<file path="config.mk">
export PLATFORM = sky130hd
export DESIGN_NAME = three_axis_pid_fixed
export DESIGN_NICKNAME = d
export VERILOG_FILES = /design/src/rtl/tap_pkg.sv /design/src/rtl/tap_div.sv /design/src/rtl/three_axis_pid_fixed.sv
export SDC_FILE = /design/constraint.sdc
export NUM_CORES = 2
export LEC_CHECK = 0
export BUFFER_PORTS_ARGS = -buffer_cell sky130_fd_sc_hd__clkbuf_2
export CORE_ASPECT_RATIO = 1.5
export CORE_MARGIN = 1.5
export CORE_UTILIZATION = 35
export DETAILED_ROUTE_END_ITERATION = 12
export PLACE_DENSITY_LB_ADDON = 0.08
export SYNTH_ARGS = -nofsm -noshare
export SYNTH_HDL_FRONTEND = slang
export SYNTH_HIERARCHICAL = 1
export SYNTH_SLANG_ARGS = --single-unit
</file>
<file path="constraint.sdc">
create_clock -name clk -period 7.9 [get_ports clk]
set_input_delay 0.395 -clock clk [delete_from_list [all_inputs] [get_ports clk]]
set_output_delay 0.395 -clock clk [all_outputs]
set_load 0.01 [all_outputs]
</file>
<file path="src/rtl/tap_pkg.sv">
// ----------------------------------------------------------------------------
// tap_pkg
// shared types and constants for the three-axis fixed-point pid block
// ----------------------------------------------------------------------------
package tap_pkg;

    localparam int WORD_BITS = 16;
    localparam int FRAC_BITS = 7;
    localparam int AXES      = 3;
    localparam int GAIN_BITS = 3 * WORD_BITS;
    localparam int DIVD_BITS = WORD_BITS + 1 + FRAC_BITS;
    localparam int QUO_BITS  = DIVD_BITS + 1;
    localparam int MULA_BITS = 2 * WORD_BITS;
    localparam int PROD_BITS = MULA_BITS + WORD_BITS;
    localparam int CNT_BITS  = $clog2(DIVD_BITS + 1);
    localparam int CFG_IDX_BITS = 2;

    localparam logic [CFG_IDX_BITS-1:0] REG_ROLL_GAINS  = 2'd0;
    localparam logic [CFG_IDX_BITS-1:0] REG_PITCH_GAINS = 2'd1;
    localparam logic [CFG_IDX_BITS-1:0] REG_YAW_GAINS   = 2'd2;
    localparam logic [CFG_IDX_BITS-1:0] REG_TIME_STEP   = 2'd3;

    localparam logic [1:0] AX_ROLL  = 2'd0;
    localparam logic [1:0] AX_PITCH = 2'd1;
    localparam logic [1:0] AX_YAW   = 2'd2;

    typedef struct packed {
        logic signed [WORD_BITS-1:0] roll_target;
        logic signed [WORD_BITS-1:0] roll_measured;
        logic signed [WORD_BITS-1:0] pitch_target;
        logic signed [WORD_BITS-1:0] pitch_measured;
        logic signed [WORD_BITS-1:0] yaw_target;
        logic signed [WORD_BITS-1:0] yaw_measured;
    } in_t;

    typedef struct packed {
        logic signed [WORD_BITS-1:0] roll_drive;
        logic signed [WORD_BITS-1:0] pitch_drive;
        logic signed [WORD_BITS-1:0] yaw_drive;
    } out_t;

    typedef struct packed {
        logic                        start;
        logic signed [DIVD_BITS-1:0] dividend;
        logic signed [WORD_BITS-1:0] divisor;
    } div_req_t;

    typedef struct packed {
        logic                       done;
        logic signed [QUO_BITS-1:0] quotient;
    } div_rsp_t;

    typedef enum logic [9:0] {
        S_IDLE = 10'b0000000001,
        S_ERR  = 10'b0000000010,
        S_MP   = 10'b0000000100,
        S_MI1  = 10'b0000001000,
        S_MI2  = 10'b0000010000,
        S_ISUM = 10'b0000100000,
        S_DIV  = 10'b0001000000,
        S_MD   = 10'b0010000000,
        S_DSH  = 10'b0100000000,
        S_SUM  = 10'b1000000000
    } state_t;

endpackage

</file>
<file path="src/rtl/tap_div.sv">
// ----------------------------------------------------------------------------
// tap_div
// signed restoring divider, one quotient bit per cycle, truncates toward zero
// ----------------------------------------------------------------------------
module tap_div
    import tap_pkg::*;
(
    input  logic     clk,
    input  logic     rst_n,
    input  div_req_t req,
    output div_rsp_t rsp
);

    logic                 busy_reg, busy_next;
    logic                 done_reg, done_next;
    logic [CNT_BITS-1:0]  cnt_reg, cnt_next;
    logic [WORD_BITS-1:0] rem_reg, rem_next;
    logic [DIVD_BITS-1:0] quo_reg, quo_next;
    logic [WORD_BITS-1:0] dvs_reg, dvs_next;
    logic                 neg_reg, neg_next;
    logic [WORD_BITS:0]   rem_sh;
    logic [WORD_BITS:0]   rem_sub;

    always_comb
    begin
        busy_next = busy_reg;
        done_next = 1'b0;
        cnt_next  = cnt_reg;
        rem_next  = rem_reg;
        quo_next  = quo_reg;
        dvs_next  = dvs_reg;
        neg_next  = neg_reg;
        rem_sh    = {rem_reg, quo_reg[DIVD_BITS-1]};
        rem_sub   = rem_sh - {1'b0, dvs_reg};
        if (req.start)
        begin
            busy_next = 1'b1;
            cnt_next  = CNT_BITS'(DIVD_BITS);
            rem_next  = '0;
            quo_next  = req.dividend[DIVD_BITS-1] ? DIVD_BITS'(-req.dividend)
                                                  : DIVD_BITS'(req.dividend);
            dvs_next  = req.divisor[WORD_BITS-1] ? WORD_BITS'(-req.divisor)
                                                 : WORD_BITS'(req.divisor);
            neg_next  = req.dividend[DIVD_BITS-1] ^ req.divisor[WORD_BITS-1];
        end
        else if (busy_reg)
        begin
            if (!rem_sub[WORD_BITS])
            begin
                rem_next = rem_sub[WORD_BITS-1:0];
                quo_next = {quo_reg[DIVD_BITS-2:0], 1'b1};
            end
            else
            begin
                rem_next = rem_sh[WORD_BITS-1:0];
                quo_next = {quo_reg[DIVD_BITS-2:0], 1'b0};
            end
            cnt_next = cnt_reg - 1'b1;
            if (cnt_reg == CNT_BITS'(1))
            begin
                busy_next = 1'b0;
                done_next = 1'b1;
            end
        end
    end

    always_ff @(posedge clk or negedge rst_n)
    begin
        if (!rst_n)
        begin
            busy_reg <= 1'b0;
            done_reg <= 1'b0;
            cnt_reg  <= '0;
        end
        else
        begin
            busy_reg <= busy_next;
            done_reg <= done_next;
            cnt_reg  <= cnt_next;
        end
    end

    always_ff @(posedge clk)
    begin
        rem_reg <= rem_next;
        quo_reg <= quo_next;
        dvs_reg <= dvs_next;
        neg_reg <= neg_next;
    end

    assign rsp.done     = done_reg;
    assign rsp.quotient = neg_reg ? -$signed({1'b0, quo_reg}) : $signed({1'b0, quo_reg});

`ifndef SYNTHESIS
    a_done_ends_busy: assert property (@(posedge clk) disable iff (!rst_n)
        done_reg |-> !busy_reg)
        else $error("divider done while busy");
    a_count_live: assert property (@(posedge clk) disable iff (!rst_n)
        busy_reg |-> cnt_reg != '0)
        else $error("divider busy with zero count");
`endif

endmodule

</file>
<file path="src/rtl/three_axis_pid_fixed.sv">
// per request: the three axes run in turn; a zero time step skips the divide and the d term
// per axis: error, then p and i, then the divide, then the d term and the sum
// one request at a time: new requests are stalled until the block returns to idle
// a waiting result holds the next request at its last axis until the result is taken
// reset: gains, integral and last error clear, time step returns to 1.0
// ----------------------------------------------------------------------------
// three_axis_pid_fixed
// three-axis pid controller in signed q9.7, one shared multiplier and divider
// ----------------------------------------------------------------------------
module three_axis_pid_fixed
    import tap_pkg::*;
(
    input  logic                    clk,
    input  logic                    rst_n,
    input  logic                    in_valid,
    output logic                    in_stall,
    input  in_t                     in_data,
    output logic                    out_valid,
    input  logic                    out_stall,
    output out_t                    out_data,
    input  logic                    cfg_we,
    input  logic [CFG_IDX_BITS-1:0] cfg_index,
    input  logic [GAIN_BITS-1:0]    cfg_data
);

    state_t                      state_reg, state_next;
    logic [1:0]                  ax_reg, ax_next;
    in_t                         in_reg, in_next;
    logic [GAIN_BITS-1:0]        gains_reg [AXES];
    logic signed [WORD_BITS-1:0] dt_reg;
    logic signed [WORD_BITS-1:0] integ_reg [AXES];
    logic signed [WORD_BITS-1:0] last_reg [AXES];
    logic signed [WORD_BITS-1:0] drv_reg [AXES];
    logic signed [WORD_BITS-1:0] e_reg, e_next;
    logic signed [WORD_BITS:0]   diff_reg, diff_next;
    logic signed [WORD_BITS-1:0] p_reg, p_next;
    logic signed [WORD_BITS-1:0] i_reg, i_next;
    logic signed [WORD_BITS-1:0] d_reg, d_next;
    logic signed [QUO_BITS-1:0]  q_reg, q_next;
    logic signed [PROD_BITS-1:0] prod_reg, prod_next;
    logic                        out_valid_reg, out_valid_next;
    out_t                        out_reg, out_next;
    logic                        commit;
    logic signed [MULA_BITS-1:0] mul_a;
    logic signed [WORD_BITS-1:0] mul_b;
    logic signed [WORD_BITS-1:0] tgt, mea;
    logic [GAIN_BITS-1:0]        g;
    div_req_t                    dreq;
    div_rsp_t                    drsp;

    tap_div u_div (
        .clk   (clk),
        .rst_n (rst_n),
        .req   (dreq),
        .rsp   (drsp)
    );

    always_comb
    begin
        case (ax_reg)
            AX_ROLL:
            begin
                tgt = in_reg.roll_target;
                mea = in_reg.roll_measured;
            end
            AX_PITCH:
            begin
                tgt = in_reg.pitch_target;
                mea = in_reg.pitch_measured;
            end
            default:
            begin
                tgt = in_reg.yaw_target;
                mea = in_reg.yaw_measured;
            end
        endcase
    end

    assign g = gains_reg[ax_reg];

    // shared multiplier operand select
    always_comb
    begin
        mul_a = MULA_BITS'(e_reg);
        mul_b = g[GAIN_BITS-1 -: WORD_BITS];
        case (state_reg)
            S_MI1:
            begin
                mul_a = MULA_BITS'(e_reg);
                mul_b = g[2*WORD_BITS-1 -: WORD_BITS];
            end
            S_MI2:
            begin
                mul_a = prod_reg[MULA_BITS-1:0];
                mul_b = dt_reg;
            end
            S_MD:
            begin
                mul_a = MULA_BITS'(q_reg);
                mul_b = g[WORD_BITS-1:0];
            end
            default:
            begin
                mul_a = MULA_BITS'(e_reg);
                mul_b = g[GAIN_BITS-1 -: WORD_BITS];
            end
        endcase
    end

    always_comb
    begin
        state_next     = state_reg;
        ax_next        = ax_reg;
        in_next        = in_reg;
        e_next         = e_reg;
        diff_next      = diff_reg;
        p_next         = p_reg;
        i_next         = i_reg;
        d_next         = d_reg;
        q_next         = q_reg;
        prod_next      = prod_reg;
        commit         = 1'b0;
        out_next       = out_reg;
        out_valid_next = out_valid_reg && out_stall;
        dreq.start     = 1'b0;
        dreq.dividend  = {diff_reg, {FRAC_BITS{1'b0}}};
        dreq.divisor   = dt_reg;
        case (state_reg)
            S_IDLE:
            begin
                if (in_valid)
                begin
                    in_next    = in_data;
                    ax_next    = AX_ROLL;
                    state_next = S_ERR;
                end
            end
            S_ERR:
            begin
                e_next     = WORD_BITS'(tgt - mea);
                diff_next  = (WORD_BITS+1)'(e_next) - (WORD_BITS+1)'(last_reg[ax_reg]);
                state_next = S_MP;
            end
            S_MP:
            begin
                prod_next  = mul_a * mul_b;
                state_next = S_MI1;
            end
            S_MI1:
            begin
                p_next     = prod_reg[FRAC_BITS +: WORD_BITS];
                prod_next  = mul_a * mul_b;
                state_next = S_MI2;
            end
            S_MI2:
            begin
                prod_next  = mul_a * mul_b;
                state_next = S_ISUM;
            end
            S_ISUM:
            begin
                i_next = integ_reg[ax_reg] + prod_reg[2*FRAC_BITS +: WORD_BITS];
                if (dt_reg == '0)
                begin
                    d_next     = '0;
                    state_next = S_SUM;
                end
                else
                begin
                    dreq.start = 1'b1;
                    state_next = S_DIV;
                end
            end
            S_DIV:
            begin
                if (drsp.done)
                begin
                    q_next     = drsp.quotient;
                    state_next = S_MD;
                end
            end
            S_MD:
            begin
                prod_next  = mul_a * mul_b;
                state_next = S_DSH;
            end
            S_DSH:
            begin
                d_next     = prod_reg[FRAC_BITS +: WORD_BITS];
                state_next = S_SUM;
            end
            S_SUM:
            begin
                if (ax_reg != AX_YAW)
                begin
                    commit     = 1'b1;
                    ax_next    = ax_reg + 1'b1;
                    state_next = S_ERR;
                end
                else if (!out_valid_reg || !out_stall)
                begin
                    commit              = 1'b1;
                    out_next.roll_drive  = drv_reg[AX_ROLL];
                    out_next.pitch_drive = drv_reg[AX_PITCH];
                    out_next.yaw_drive   = p_reg + i_reg + d_reg;
                    out_valid_next      = 1'b1;
                    state_next          = S_IDLE;
                end
            end
            default:
            begin
                state_next = S_IDLE;
            end
        endcase
    end

    always_ff @(posedge clk or negedge rst_n)
    begin
        if (!rst_n)
        begin
            state_reg     <= S_IDLE;
            ax_reg        <= AX_ROLL;
            out_valid_reg <= 1'b0;
            dt_reg        <= WORD_BITS'(1 << FRAC_BITS);
            for (int k = 0; k < AXES; k++)
            begin
                gains_reg[k] <= '0;
                integ_reg[k] <= '0;
                last_reg[k]  <= '0;
            end
        end
        else
        begin
            state_reg     <= state_next;
            ax_reg        <= ax_next;
            out_valid_reg <= out_valid_next;
            if (cfg_we)
            begin
                case (cfg_index)
                    REG_ROLL_GAINS:  gains_reg[AX_ROLL]  <= cfg_data;
                    REG_PITCH_GAINS: gains_reg[AX_PITCH] <= cfg_data;
                    REG_YAW_GAINS:   gains_reg[AX_YAW]   <= cfg_data;
                    REG_TIME_STEP:   dt_reg <= cfg_data[WORD_BITS-1:0];
                    default:         dt_reg <= dt_reg;
                endcase
            end
            if (commit)
            begin
                integ_reg[ax_reg] <= i_reg;
                last_reg[ax_reg]  <= e_reg;
            end
        end
    end

    always_ff @(posedge clk)
    begin
        in_reg   <= in_next;
        e_reg    <= e_next;
        diff_reg <= diff_next;
        p_reg    <= p_next;
        i_reg    <= i_next;
        d_reg    <= d_next;
        q_reg    <= q_next;
        prod_reg <= prod_next;
        out_reg  <= out_next;
        if (commit)
        begin
            drv_reg[ax_reg] <= p_reg + i_reg + d_reg;
        end
    end

    assign in_stall  = (state_reg != S_IDLE);
    assign out_valid = out_valid_reg;
    assign out_data  = out_reg;

`ifndef SYNTHESIS
    a_div_done_in_wait: assert property (@(posedge clk) disable iff (!rst_n)
        drsp.done |-> state_reg == S_DIV)
        else $error("divider finished outside divide wait");
    a_div_needs_dt: assert property (@(posedge clk) disable iff (!rst_n)
        state_reg == S_DIV |-> dt_reg != '0)
        else $error("divide with zero time step");
    a_axis_range: assert property (@(posedge clk) disable iff (!rst_n)
        state_reg != S_IDLE |-> ax_reg != 2'd3)
        else $error("axis index out of range");
    a_result_on_last_axis: assert property (@(posedge clk) disable iff (!rst_n)
        (out_valid_reg && !$past(out_valid_reg)) |-> $past(ax_reg) == AX_YAW)
        else $error("result raised before last axis");
`endif

endmodule

</file>
==> results.py <==
metrics = {
    "drt": {
        "route.detailed.drc": 0,
        "vias": 29500,
        "drt_iter0_markers": 1489,
        "viasPerCell": 4.93,
        "totalWireLength_um": 131000,
        "ant_nets": 0,
        "wire_per_inst_um": 21.9,
        "first_pass_iters": 7,
    },
    "critical_path": {
        "required_ps": 8310,
        "path_depth": 33,
        "start_kind": "register",
        "r2r_start": "state_reg[1]",
        "r2r_slack_ps": 230,
        "arrival_ps": 8080,
        "cp_slowest_cell": "fa_1",
        "r2r_cells": 33,
        "cpPeakStageDelay_ps": 540,
        "rr_endpoint": "prod_reg[29]",
        "cp_top_family": "adder cells",
        "path_max_fanout": 14,
        "path_buf_inv": 10,
        "worstSetupStartpoint": "state_reg[1]",
        "worst-setup-path-type": "reg -> reg",
        "endpoint_kind": "register",
    },
    "synthesis": {
        "syn-cell-area_um2": 41500,
        "yosysTopAreaCellShare_pct": 25.6,
        "async_reset_ff_share_pct": 42.8,
        "syn_area_per_cell_um2": 10.9,
        "ys_seq_area_share_pct": 43.0,
        "synth_area_leaders": "edfxtp_1 (26%), dfrtp_1 (17%), fa_1 (14%)",
        "ys.flop_type": "edfxtp_1",
        "post_synth_num_cell_types": 112,
        "synth_edf_count": 353,
        "yosysWarnings": 6,
        "netlist_instances": 3794,
        "ys_ff_latch": 645,
        "yosys.area.top_type": "edfxtp_1",
    },
    "timing": {
        "drv_slew": 0,
        "relSlewSlack_pct": 21.2,
        "layout_setup_ws_ps": 235,
        "skew_ps": 28.3,
        "hold_ws_ps": 38.0,
        "rsz0062_at_grt": "true",
        "tightestPinTransition_ps": 1180,
        "fin_setup_tns_ps": 0,
        "hold_viol_final": 0,
        "finalCritPeriodShare_pct": 97.0,
        "finalSetupViolCount": 0,
        "fin_crit_ps": 7670,
        "clock.fmax_ghz": 0.130,
    },
    "floorplan": {
        "core.rowCount": 154,
        "die_h_um": 425,
        "coreArea_um2": 118000,
        "start_util_pct": 35.3,
        "die_w_um": 284,
        "dieArea_um2": 121000,
        "io_pins": 201,
    },
    "flow_run": {
        "maxCapViolCount": 0,
    },
    "cells_and_area": {
        "drive_gt1_share_pct": 21.7,
        "syn_to_final_growth_pct": 21.6,
        "largest_reg_flops": 144,
        "final_core_util_pct": 42.9,
        "finalNetCount": 4986,
        "num-fill-cells": 11400,
    },
    "clock_tree": {
        "h-tree-depth": 3,
        "root_buffer": "clkbuf_16",
        "clock_path_buffers": 3,
        "cts.sinks": 645,
        "numCtsBuffers": 71,
        "clk_latency_ps": 680,
        "cts_tree": "built",
        "clkSlewWorstSetupHoldPaths_ps": 60,
    },
    "place": {
        "finalWeightedCongestion": 0.959,
        "place_hpwl_um": 102000,
        "io_buffers": 200,
        "dp_slack_ps": -183,
    },
    "global_route": {
        "grt_overflow": 0,
        "grt_first_pass_wirelength_um": 197000,
        "antenna_found_initial": 3,
        "grt_start_max_net_pins": 158,
        "track_usage_pct": 21.8,
        "grt_pass1_vias": 31600,
    },
    "status": {
        "run_status": "finished clean",
    },
    "worst_hold_path": {
        "hp-class": "in -> reg",
        "min_delay_worst_endpoint": "gains_reg[85]",
        "min_path_cells": 2,
        "min-delay-start": "cfg_data[37]",
    },
}
-- metal layers --
layer / vias to the layer above / part of all wire [%] / track usage [%]
li1: 13900 / - / -
met1: 14800 / 38 / 24.3
met2: 582 / 54 / 41.5
met3: 215 / 2.8 / 2.34
met4: 0 / 4.4 / 9.73
met5: - / 0 / 0
-- cell usage in the layout (no fill, tap or decap), types with 11 or more instances in the layout --
master	netlist	final
nand2_1	499	493
inv_1	438	435
edfxtp_1	353	353
fa_1	296	293
nor2_1	297	283
dfrtp_1	274	272
buf_4	7	272
mux2_2	215	215
clkbuf_2	0	199
ha_1	172	167
a21oi_1	139	132
dlygate4sd3_1	0	131
xnor2_1	114	114
o21ai_0	99	94
clkbuf_16	0	73
mux2i_1	70	70
and2_1	57	54
a22oi_1	49	49
xor2_1	44	44
nand3_1	46	41
nand2b_1	36	36
nor3_1	34	33
a21o_1	30	30
conb_1	1	28
a22o_1	21	21
nor2b_1	21	20
clkinv_2	0	16
clkbuf_1	108	16
dfxtp_1	16	16
or3_1	13	13
buf_6	4	13
a221oi_1	14	12
o2bb2ai_1	12	12
o21bai_1	12	12
buf_12	0	12
nor2_2	3	11
o31ai_1	13	11
-- area by class of cell --
class | instances | area, um^2 | area share, %
Multi-Input combinational cell | 2577 | 21900 | 43.3
Sequential cell | 645 | 17800 | 35.4
Timing Repair Buffer | 630 | 4780 | 9.48
Tap cell | 1560 | 1950 | 3.87
Clock buffer | 93 | 1940 | 3.85
Inverter | 441 | 1670 | 3.30
Clock inverter | 37 | 398 | 0.789
Antenna cell | 3 | 7.51 | 0.0149
Timing Repair inverter | 1 | 6.26 | 0.0124
-- worst max-delay path by stage --
| stage | to |
|---|---|
| 4_1_cts | prod_reg[28] |
| 2_1_floorplan | prod_reg[28] |
| 6_report | prod_reg[29] |
| 3_3_place_gp | prod_reg[28] |
| 5_1_grt | prod_reg[29] |
| 3_5_place_dp | prod_reg[26] |
-- synth_stat cells (all sizes together) (14+ instances only) --
cell	number
mux2i	70
nand3	46
nor2b	21
clkbuf	108
a31oi	14
a21o	30
a21oi	140
nand2	502
a22o	22
and2	58
a221oi	14
fa	296
edfxtp	353
or3	14
buf	50
mux2	215
o21ai	107
xor2	44
o31ai	17
dfxtp	16
ha	172
dfrtp	274
xnor2	114
nand2b	36
inv	440
nor3	35
a22oi	50
nor2	300
-- metrics by stage --
step                area, um^2  std cells
global placement         46100       5692
floorplan                41600       3821
detailed placement       46100       5692
finish                   50400       5987
global route             50400       5986
CTS                      49800       5954
-- cell families (layout without fill, tap and decap cells) --
kind of cell | after synthesis | count (layout) | synth area share [%]
fa+ha+maj | 468 | 468 | 19.5
mux | 285 | 285 | 7.52
compound gates | 539 | 539 | 9.08
buf+inv | 599 | 1202 | 5.62
simple gates | 1098 | 1098 | 11.9
other cells | 1 | 31 | 0.00904
flops | 645 | 645 | 43.0
xor+xnor | 159 | 159 | 3.39
-- timing repair --
item                       4_1_cts  5_1_grt
hold endpoints to repair       254        0
gates resized for setup         13       88
buffers inserted                 1       31
pin swaps                        6       49
gates cloned                     0        1
setup endpoints to repair        3        9
hold buffers                   131        0
Power is not shown: default switching activity piles up to over one toggle a cycle in this logic, so the estimate is an artifact.
